**config.mk**
```make
export PLATFORM = sky130hd
export DESIGN_NAME = backslash_escape_decoder_utf8
export DESIGN_NICKNAME = d
export VERILOG_FILES = /design/src/hw/rtl/bedu_pkg.sv /design/src/hw/rtl/bedu_front.sv /design/src/hw/rtl/bedu_queue.sv /design/src/hw/rtl/bedu_back.sv /design/src/hw/rtl/backslash_escape_decoder_utf8.sv
export SDC_FILE = /design/constraint.sdc
export NUM_CORES = 1
export LEC_CHECK = 0
export BUFFER_PORTS_ARGS = -buffer_cell sky130_fd_sc_hd__buf_2
export CORE_MARGIN = 5
export CORE_UTILIZATION = 50
export DETAILED_ROUTE_END_ITERATION = 12
export HOLD_SLACK_MARGIN = 0.06
export PLACE_DENSITY = 0.74
export SYNTH_ARGS = -nofsm -noshare
export SYNTH_HDL_FRONTEND = slang
export SYNTH_HIERARCHICAL = 1
export SYNTH_SLANG_ARGS = --single-unit
```
**constraint.sdc**
```tcl
create_clock -name clock -period 11.6 [get_ports clock]
set_input_delay 2.9 -clock clock [delete_from_list [all_inputs] [get_ports clock]]
set_output_delay 2.9 -clock clock [all_outputs]
set_load 0.02 [all_outputs]
```
**src/hw/rtl/bedu_pkg.sv**
```systemverilog
// ----------------------------------------------------------------------------
// bedu_pkg
// shared types and constants of the backslash escape decoder
// ----------------------------------------------------------------------------
package bedu_pkg;

   localparam int QUEUE_DEPTH_DEF = 4;
   localparam int RUN_W = 3;

   // one parsed item: an optional finished escape value, then up to two bytes
   typedef struct packed {
      logic             fin_raw;
      logic [RUN_W-1:0] fin_len;
      logic [31:0]      fin_val;
      logic [1:0]       tail_cnt;
      logic [7:0]       tail0;
      logic [7:0]       tail1;
      logic             tail_stop;
      logic [RUN_W-1:0] total;
   } cmd_type;

endpackage

```
**src/hw/rtl/bedu_front.sv**
```systemverilog
// ----------------------------------------------------------------------------
// bedu_front
// escape parser: takes one text byte per cycle while accept is high and queues what it yields
// ----------------------------------------------------------------------------
module bedu_front (
   input  logic             clock,
   input  logic             reset,
   input  logic             accept,
   input  logic [7:0]       in_byte,
   input  logic             text_end,
   output logic             cmd_push,
   output bedu_pkg::cmd_type cmd
);

   typedef enum logic [2:0] {
      MODE_IDLE = 3'd0,
      MODE_ESC  = 3'd1,
      MODE_OCT  = 3'd2,
      MODE_HEX  = 3'd3,
      MODE_UNI  = 3'd4,
      MODE_STOP = 3'd5
   } mode_type;

   localparam logic [7:0] CH_BSL  = 8'h5c;
   localparam logic [7:0] CH_A    = 8'h61;
   localparam logic [7:0] CH_B    = 8'h62;
   localparam logic [7:0] CH_C    = 8'h63;
   localparam logic [7:0] CH_E_LO = 8'h65;
   localparam logic [7:0] CH_E_UP = 8'h45;
   localparam logic [7:0] CH_F    = 8'h66;
   localparam logic [7:0] CH_N    = 8'h6e;
   localparam logic [7:0] CH_R    = 8'h72;
   localparam logic [7:0] CH_T    = 8'h74;
   localparam logic [7:0] CH_V    = 8'h76;
   localparam logic [7:0] CH_ZERO = 8'h30;
   localparam logic [7:0] CH_X    = 8'h78;
   localparam logic [7:0] CH_U_LO = 8'h75;
   localparam logic [7:0] CH_U_UP = 8'h55;

   localparam logic [7:0] BEL = 8'h07;
   localparam logic [7:0] BS  = 8'h08;
   localparam logic [7:0] ESC = 8'h1b;
   localparam logic [7:0] FF  = 8'h0c;
   localparam logic [7:0] LF  = 8'h0a;
   localparam logic [7:0] CR  = 8'h0d;
   localparam logic [7:0] TAB = 8'h09;
   localparam logic [7:0] VT  = 8'h0b;

   localparam logic [31:0] LIM1 = 32'h0000007f;
   localparam logic [31:0] LIM2 = 32'h000007ff;
   localparam logic [31:0] LIM3 = 32'h0000ffff;
   localparam logic [31:0] LIM4 = 32'h001fffff;
   localparam logic [31:0] LIM5 = 32'h03ffffff;
   localparam logic [31:0] LIM6 = 32'h7fffffff;

   localparam int RW = bedu_pkg::RUN_W;

   function automatic logic [RW-1:0] utf8_len(input logic [31:0] v);
      logic [RW-1:0] len;
      if (v <= LIM1) len = RW'(1);
      else if (v <= LIM2) len = RW'(2);
      else if (v <= LIM3) len = RW'(3);
      else if (v <= LIM4) len = RW'(4);
      else if (v <= LIM5) len = RW'(5);
      else if (v <= LIM6) len = RW'(6);
      else len = '0;
      return len;
   endfunction

   mode_type    mode_ff, mode_in;
   logic [3:0]  digits_ff, digits_in;
   logic [31:0] acc_ff, acc_in;

   logic        is_hex, is_oct, is_digit;
   logic [3:0]  hex_d;
   logic [31:0] acc_next;
   logic        fin_en;
   logic [31:0] fin_val;
   logic [RW-1:0] fin_len;
   logic [1:0]  tail_cnt;
   logic [7:0]  tail0, tail1;
   logic        tail_stop;

   always_comb begin
      is_hex = 1'b1;
      hex_d  = 4'd0;
      if (in_byte >= 8'h30 && in_byte <= 8'h39) begin
         hex_d = 4'(in_byte - 8'h30);
      end else if (in_byte >= 8'h61 && in_byte <= 8'h66) begin
         hex_d = 4'(in_byte - 8'h57);
      end else if (in_byte >= 8'h41 && in_byte <= 8'h46) begin
         hex_d = 4'(in_byte - 8'h37);
      end else begin
         is_hex = 1'b0;
      end
      is_oct   = (in_byte >= 8'h30) && (in_byte <= 8'h37);
      is_digit = (mode_ff == MODE_OCT) ? is_oct : is_hex;
      acc_next = ((mode_ff == MODE_OCT) ? {acc_ff[28:0], 3'b000} : {acc_ff[27:0], 4'b0000})
                 + {28'd0, hex_d};
   end

   always_comb begin
      mode_in   = mode_ff;
      digits_in = digits_ff;
      acc_in    = acc_ff;
      fin_en    = 1'b0;
      fin_val   = acc_ff;
      tail_cnt  = 2'd0;
      tail0     = in_byte;
      tail1     = in_byte;
      tail_stop = 1'b0;
      if (text_end) begin
         unique case (mode_ff)
            MODE_ESC: begin
               tail_cnt = 2'd1;
               tail0    = CH_BSL;
            end
            MODE_OCT, MODE_HEX, MODE_UNI: begin
               fin_en = 1'b1;
            end
            default: begin
            end
         endcase
         mode_in   = MODE_IDLE;
         digits_in = 4'd0;
         acc_in    = 32'd0;
      end else begin
         unique case (mode_ff)
            MODE_STOP: begin
            end
            MODE_ESC: begin
               mode_in   = MODE_IDLE;
               digits_in = 4'd0;
               acc_in    = 32'd0;
               tail_cnt  = 2'd1;
               unique case (in_byte) inside
                  CH_A:             tail0 = BEL;
                  CH_B:             tail0 = BS;
                  CH_E_LO, CH_E_UP: tail0 = ESC;
                  CH_F:             tail0 = FF;
                  CH_N:             tail0 = LF;
                  CH_R:             tail0 = CR;
                  CH_T:             tail0 = TAB;
                  CH_V:             tail0 = VT;
                  CH_BSL:           tail0 = CH_BSL;
                  CH_C: begin
                     tail0     = 8'h00;
                     tail_stop = 1'b1;
                     mode_in   = MODE_STOP;
                  end
                  CH_ZERO: begin
                     tail_cnt  = 2'd0;
                     mode_in   = MODE_OCT;
                     digits_in = 4'd3;
                  end
                  CH_X: begin
                     tail_cnt  = 2'd0;
                     mode_in   = MODE_HEX;
                     digits_in = 4'd2;
                  end
                  CH_U_LO: begin
                     tail_cnt  = 2'd0;
                     mode_in   = MODE_UNI;
                     digits_in = 4'd4;
                  end
                  CH_U_UP: begin
                     tail_cnt  = 2'd0;
                     mode_in   = MODE_UNI;
                     digits_in = 4'd8;
                  end
                  default: begin
                     tail_cnt = 2'd2;
                     tail0    = CH_BSL;
                     tail1    = in_byte;
                  end
               endcase
            end
            MODE_OCT, MODE_HEX, MODE_UNI: begin
               if (is_digit && digits_ff != 4'd0) begin
                  acc_in    = acc_next;
                  digits_in = digits_ff - 4'd1;
                  if (digits_ff == 4'd1) begin
                     fin_en    = 1'b1;
                     fin_val   = acc_next;
                     mode_in   = MODE_IDLE;
                     digits_in = 4'd0;
                     acc_in    = 32'd0;
                  end
               end else begin
                  fin_en    = 1'b1;
                  digits_in = 4'd0;
                  acc_in    = 32'd0;
                  if (in_byte == CH_BSL) begin
                     mode_in = MODE_ESC;
                  end else begin
                     mode_in  = MODE_IDLE;
                     tail_cnt = 2'd1;
                  end
               end
            end
            default: begin
               if (in_byte == CH_BSL) begin
                  mode_in = MODE_ESC;
               end else begin
                  mode_in  = MODE_IDLE;
                  tail_cnt = 2'd1;
               end
            end
         endcase
      end
   end

   // length of the finished escape value in output bytes
   always_comb begin
      fin_len = '0;
      if (fin_en) begin
         if (mode_ff == MODE_OCT) fin_len = RW'(fin_val[7:0] != 8'h00);
         else if (mode_ff == MODE_HEX) fin_len = RW'(1);
         else fin_len = utf8_len(fin_val);
      end
   end

   always_comb begin
      cmd.fin_raw   = (mode_ff != MODE_UNI);
      cmd.fin_len   = fin_len;
      cmd.fin_val   = fin_val;
      cmd.tail_cnt  = tail_cnt;
      cmd.tail0     = tail0;
      cmd.tail1     = tail1;
      cmd.tail_stop = tail_stop;
      cmd.total     = fin_len + RW'(tail_cnt);
      cmd_push      = accept && (cmd.total != '0);
   end

   always_ff @(posedge clock) begin
      if (reset) begin
         mode_ff   <= MODE_IDLE;
         digits_ff <= 4'd0;
         acc_ff    <= 32'd0;
      end else if (accept) begin
         mode_ff   <= mode_in;
         digits_ff <= digits_in;
         acc_ff    <= acc_in;
      end
   end

endmodule

```
**src/hw/rtl/bedu_queue.sv**
```systemverilog
// ----------------------------------------------------------------------------
// bedu_queue
// small command queue between the parser and the output sequencer
// ----------------------------------------------------------------------------
module bedu_queue #(
   parameter int DEPTH = bedu_pkg::QUEUE_DEPTH_DEF
) (
   input  logic              clock,
   input  logic              reset,
   input  logic              wr_en,
   input  bedu_pkg::cmd_type wr_data,
   output logic              full,
   input  logic              rd_en,
   output logic              rd_valid,
   output bedu_pkg::cmd_type rd_data
);

   localparam int PTR_W = $clog2(DEPTH);
   localparam int CNT_W = $clog2(DEPTH + 1);

   bedu_pkg::cmd_type entry_ff [DEPTH];
   logic [PTR_W-1:0]  wr_ptr_ff, wr_ptr_in;
   logic [PTR_W-1:0]  rd_ptr_ff, rd_ptr_in;
   logic [CNT_W-1:0]  count_ff, count_in;
   logic              do_wr, do_rd;

   always_comb begin
      full      = (count_ff == CNT_W'(DEPTH));
      rd_valid  = (count_ff != '0);
      rd_data   = entry_ff[rd_ptr_ff];
      do_wr     = wr_en && !full;
      do_rd     = rd_en && rd_valid;
      wr_ptr_in = wr_ptr_ff;
      rd_ptr_in = rd_ptr_ff;
      // pointers wrap at the last entry
      if (do_wr) begin
         wr_ptr_in = (wr_ptr_ff == PTR_W'(DEPTH - 1)) ? '0 : wr_ptr_ff + PTR_W'(1);
      end
      if (do_rd) begin
         rd_ptr_in = (rd_ptr_ff == PTR_W'(DEPTH - 1)) ? '0 : rd_ptr_ff + PTR_W'(1);
      end
      count_in  = count_ff + CNT_W'(do_wr) - CNT_W'(do_rd);
   end

   always_ff @(posedge clock) begin
      if (reset) begin
         wr_ptr_ff <= '0;
         rd_ptr_ff <= '0;
         count_ff  <= '0;
      end else begin
         wr_ptr_ff <= wr_ptr_in;
         rd_ptr_ff <= rd_ptr_in;
         count_ff  <= count_in;
      end
   end

   always_ff @(posedge clock) begin
      if (do_wr) begin
         entry_ff[wr_ptr_ff] <= wr_data;
      end
   end

endmodule

```
**src/hw/rtl/bedu_back.sv**
```systemverilog
// ----------------------------------------------------------------------------
// bedu_back
// output sequencer: while pop keeps up, expands one command into its bytes, one per cycle
// ----------------------------------------------------------------------------
module bedu_back (
   input  logic              clock,
   input  logic              reset,
   input  logic              q_valid,
   input  bedu_pkg::cmd_type q_data,
   output logic              q_pop,
   output logic              empty,
   input  logic              pop,
   output logic [7:0]        out_byte,
   output logic              stop_mark,
   output logic              run_last
);

   localparam int RW = bedu_pkg::RUN_W;

   localparam logic [7:0] LEAD2 = 8'hc0;
   localparam logic [7:0] LEAD3 = 8'he0;
   localparam logic [7:0] LEAD4 = 8'hf0;
   localparam logic [7:0] LEAD5 = 8'hf8;
   localparam logic [7:0] LEAD6 = 8'hfc;
   localparam logic [7:0] CONT  = 8'h80;

   function automatic logic [7:0] lead_prefix(input logic [RW-1:0] len);
      logic [7:0] p;
      unique case (len)
         RW'(2):  p = LEAD2;
         RW'(3):  p = LEAD3;
         RW'(4):  p = LEAD4;
         RW'(5):  p = LEAD5;
         RW'(6):  p = LEAD6;
         default: p = 8'h00;
      endcase
      return p;
   endfunction

   // bits of v shifted right by six times n
   function automatic logic [7:0] chunk(input logic [31:0] v, input logic [RW-1:0] n);
      logic [7:0] c;
      unique case (n)
         RW'(0):  c = v[7:0];
         RW'(1):  c = v[13:6];
         RW'(2):  c = v[19:12];
         RW'(3):  c = v[25:18];
         RW'(4):  c = v[31:24];
         RW'(5):  c = {6'd0, v[31:30]};
         default: c = 8'h00;
      endcase
      return c;
   endfunction

   bedu_pkg::cmd_type cur_ff, cur_in;
   logic              cur_valid_ff, cur_valid_in;
   logic [RW-1:0]     idx_ff, idx_in;
   logic              out_valid_ff, out_valid_in;
   logic [7:0]        out_byte_ff, out_byte_in;
   logic              out_stop_ff, out_stop_in;
   logic              out_last_ff, out_last_in;

   logic              out_ready, emit, is_last, cur_done;
   logic [RW-1:0]     tail_idx, shift_n;
   logic [7:0]        fin_byte, tail_byte, sh_byte;

   always_comb begin
      out_ready = !out_valid_ff || pop;
      emit      = cur_valid_ff && out_ready;
      is_last   = (idx_ff == cur_ff.total - RW'(1));
      cur_done  = emit && is_last;
      q_pop     = q_valid && (!cur_valid_ff || cur_done);

      shift_n   = (idx_ff == '0) ? cur_ff.fin_len - RW'(1)
                                 : cur_ff.fin_len - RW'(1) - idx_ff;
      sh_byte   = chunk(cur_ff.fin_val, shift_n);
      if (cur_ff.fin_raw || cur_ff.fin_len == RW'(1)) begin
         fin_byte = cur_ff.fin_val[7:0];
      end else if (idx_ff == '0) begin
         fin_byte = lead_prefix(cur_ff.fin_len) | sh_byte;
      end else begin
         fin_byte = CONT | {2'b00, sh_byte[5:0]};
      end
      tail_idx  = idx_ff - cur_ff.fin_len;
      tail_byte = tail_idx[0] ? cur_ff.tail1 : cur_ff.tail0;

      cur_in       = cur_ff;
      cur_valid_in = cur_valid_ff;
      idx_in       = idx_ff;
      if (q_pop) begin
         cur_in       = q_data;
         cur_valid_in = 1'b1;
         idx_in       = '0;
      end else if (cur_done) begin
         cur_valid_in = 1'b0;
      end else if (emit) begin
         idx_in = idx_ff + RW'(1);
      end

      out_valid_in = out_valid_ff;
      out_byte_in  = out_byte_ff;
      out_stop_in  = out_stop_ff;
      out_last_in  = out_last_ff;
      if (out_ready) begin
         out_valid_in = emit;
         if (idx_ff < cur_ff.fin_len) begin
            out_byte_in = fin_byte;
            out_stop_in = 1'b0;
         end else begin
            out_byte_in = tail_byte;
            out_stop_in = cur_ff.tail_stop;
         end
         out_last_in = is_last;
      end
   end

   always_ff @(posedge clock) begin
      if (reset) begin
         cur_valid_ff <= 1'b0;
         out_valid_ff <= 1'b0;
         idx_ff       <= '0;
      end else begin
         cur_valid_ff <= cur_valid_in;
         out_valid_ff <= out_valid_in;
         idx_ff       <= idx_in;
      end
   end

   always_ff @(posedge clock) begin
      cur_ff      <= cur_in;
      out_byte_ff <= out_byte_in;
      out_stop_ff <= out_stop_in;
      out_last_ff <= out_last_in;
   end

   assign empty     = !out_valid_ff;
   assign out_byte  = out_byte_ff;
   assign stop_mark = out_stop_ff;
   assign run_last  = out_last_ff;

endmodule

```
**src/hw/rtl/backslash_escape_decoder_utf8.sv**
```systemverilog
// ----------------------------------------------------------------------------
// backslash_escape_decoder_utf8
// decodes backslash escapes in a byte stream, \u and \U as legacy utf-8
// ----------------------------------------------------------------------------
// The parser takes one text byte per cycle while full is low and queues a
// command for every byte that yields output; the sequencer then emits that
// command's bytes one per cycle while pop keeps up, so an item yields up to 7
// results (a six-byte utf-8 run plus a trailing byte) and the input keeps
// flowing until the QUEUE_DEPTH-entry command queue fills. A first result
// passes the queue entry, command register and output register before the
// result ports show it; items that yield nothing queue no command.
module backslash_escape_decoder_utf8 #(
   parameter int QUEUE_DEPTH = bedu_pkg::QUEUE_DEPTH_DEF
) (
   input  logic       clock,
   input  logic       reset,
   input  logic [7:0] req_in_byte,
   input  logic       req_text_end,
   input  logic       push,
   output logic       full,
   output logic [7:0] rsp_out_byte,
   output logic       rsp_stop_mark,
   output logic       rsp_run_last,
   output logic       empty,
   input  logic       pop
);

   bedu_pkg::cmd_type wr_cmd, rd_cmd;
   logic              wr_push, rd_valid, rd_pop, accept;

   assign accept = push && !full;

   bedu_front u_front (
      .clock    (clock),
      .reset    (reset),
      .accept   (accept),
      .in_byte  (req_in_byte),
      .text_end (req_text_end),
      .cmd_push (wr_push),
      .cmd      (wr_cmd)
   );

   bedu_queue #(
      .DEPTH (QUEUE_DEPTH)
   ) u_queue (
      .clock    (clock),
      .reset    (reset),
      .wr_en    (wr_push),
      .wr_data  (wr_cmd),
      .full     (full),
      .rd_en    (rd_pop),
      .rd_valid (rd_valid),
      .rd_data  (rd_cmd)
   );

   bedu_back u_back (
      .clock     (clock),
      .reset     (reset),
      .q_valid   (rd_valid),
      .q_data    (rd_cmd),
      .q_pop     (rd_pop),
      .empty     (empty),
      .pop       (pop),
      .out_byte  (rsp_out_byte),
      .stop_mark (rsp_stop_mark),
      .run_last  (rsp_run_last)
   );

endmodule

```
==> results.md <==
* Outcome: finished clean
* Post-DP HPWL at 23500 um
* Synth warn at 6
* CTS tree: yes
* Gpl congestion at roughly 0.92
* Hold Path Cell Cnt at 2
* Internal at 2400 uW
* Worst Path Arrival at 10980 ps
* Die extent in y at 191 um
* Required @ worst endpoint at 12050 ps
* Worst-Skew Late Latency at between 500 and 600 ps
* Reg clk slew, reported paths at around 60 ps
* Worst Setup Start Kind: input port
* Path type of the worst min-delay path: register to register
* Vias per Instance at 6.05
* Setup TNS at 0 ps
* Residual DRC at 0
* Most frequent cells in the layout: edfxtp_1, nand2_1, a21oi_1
* Switching Share at 0.281
* Hold path startpoint: u_front/acc_ff[29]
* Syn Area/Cell at 13.2 um2
* Fin nets at around 1300
* R2r setup slk at 3460 ps
* Setup-failing EPs final at 0
* Setup WS post-layout at 1070 ps
* GRT Residual Overflow at 0
* Pre-antenna DRT Iters at 5
* Place WS at 700 ps
* Crit-path slowest cell: a2111oi_2
* Crit end category: register
* Initial Util at 0.506
* Die area at 36500 um2
* Placed Cells at 1639
* Max Fclk at 0.0949 GHz
* Total Wirelength at around 37000 um
* Final slew viol count at 0
* Critical path class: input port to register
* Vias in the first global route at 10000
* Fin area at 17900 um2
* Post-Synthesis Cell Area at 16400 um2
* CTS Hold Bufs at 0
* H-Tree Depth at 2
* Antenna violations before repair at 3
* Post-CTS Setup Bufs at 0
* Row cnt at 66
* CTS resizes at 0
* Core area at 32500 um2
* Worst-margin pin slew at 1170 ps
* Sequential share of power at 0.464
* Post-route minimum period at ~11000 ps
* P_sw at approximately 940 uW
* Largest net degree at the start of global routing at 60
* Clk_skew at ~19 ps
* Hold Vio Cnt, Final at 0
* Port buffer count at 24
* Synth Instances at 1245
* Clock power frac at 0.339
* Max_cap viols at 0
* Cell area after placement at 16700 um2
* Clk Tree Root Cell: clkbuf_16
* Leak at 0.00602 uW
* Total power at 3330 uW
* Wire per inst at about 22 um
* First-pass GRT wire length at 57600 um
* DR iter-0 viols at 1010
* Worst R2R Start: u_front/mode_ff[2]
* Area delta synth->final at 8.97%
* Tot GR Track Use at 0.202
* Most common cell after layout, fill and taps aside: edfxtp_1
* Routed via count at 10300
* Final std cells w/o fill at 1705
* Worst rel slew slack at 0.222
* Total CTS buffers at 36
* Crit path launch: req_in_byte[0]
* Peak fanout along the critical path at 13
* CP max stage delay at a little over 800 ps
* Die Width at 191 um
* Clock sinks at 343
* Syn nets at 1289
* Clock buffer depth at 3
* I/O pin cnt at 25
* Tcrit/Tclk final at 0.908
* Post-route ant nets at 0
* PD cells at 186 nW/um2
* Maximum vdd drop at 0.000111 V
* Top cell by count, worst path: ha_1
* FF-to-FF End: u_queue/count_ff[2]
* Hold Path End: u_front/acc_ff[29]
* RSZ-0062 raised after global routing: false
* Cells on worst reg2reg path at 29
* Layout cells sized above 1 at 0.163
* Logic pwr share at 0.197
-- worst max path at each step --
stage                                endpoint  cells past startpoint
after floorplan           u_queue/count_ff[2]                     32
after global placement    u_queue/count_ff[2]                     34
after detailed placement  u_queue/count_ff[2]                     34
after CTS                 u_queue/count_ff[2]                     34
after global routing      u_queue/count_ff[2]                     34
final                     u_queue/count_ff[2]                     34
-- per-stage QoR --
step                hold slack [ps]  utilization
floorplan                       429            -
finish                          455        0.551
CTS                             451        0.551
global route                    480        0.551
global placement                437        0.515
detailed placement              444        0.515
-- metal layers --
| layer | GRT usage | share of wire |
|---|---|---|
| met5 | 0 | 0.00030 |
| met4 | 0.0599 | 0.024 |
| met3 | 0.0314 | 0.060 |
| met2 | 0.331 | 0.49 |
| met1 | 0.283 | 0.43 |
-- cell type report --
cell class,count,area [um2]
Tap cell,442,553
Fill cell,2599,14600
Inverter,48,180
Multi-Input combinational cell,767,5950
Sequential cell,343,9770
Clock inverter,22,236
Clock buffer,42,933
Timing Repair Buffer,39,245
Antenna cell,2,5.00
-- sequential cells by signal, summed over array words and instances, names as in the netlist, named ones only --
register,flops
u_back/cur_ff,56
u_back/cur_valid_ff,1
u_back/idx_ff,3
u_back/out_byte,8
u_back/out_valid_ff,1
u_back/run_last,1
u_back/stop_mark,1
u_front/acc_ff,32
u_front/digits_ff,4
u_front/mode_ff,3
u_queue/count_ff,3
u_queue/entry_ff,224
u_queue/rd_ptr_ff,2
u_queue/wr_ptr_ff,2
-- power groups by stage --
stage               registers (uW)  clock network, uW  logic, uW
floorplan                     1570                  0        496
global placement              1570                  0        647
detailed placement            1570                  0        652
CTS                           1550               1160        661
global route                  1560               1210        713
finish                        1550               1130        656
-- worst max-delay path: cells and delay by family --
family / cells / cell delay (ps)
xor gates and xnor gates: 1 / 160
adders and majority gates: 8 / 2430
and+or+nand+nor: 11 / 2830
buffers and inverters: 6 / 620
AOI/OAI and AO/OA: 7 / 1890
muxes: 1 / 160
(Power assumes the default switching activity.)
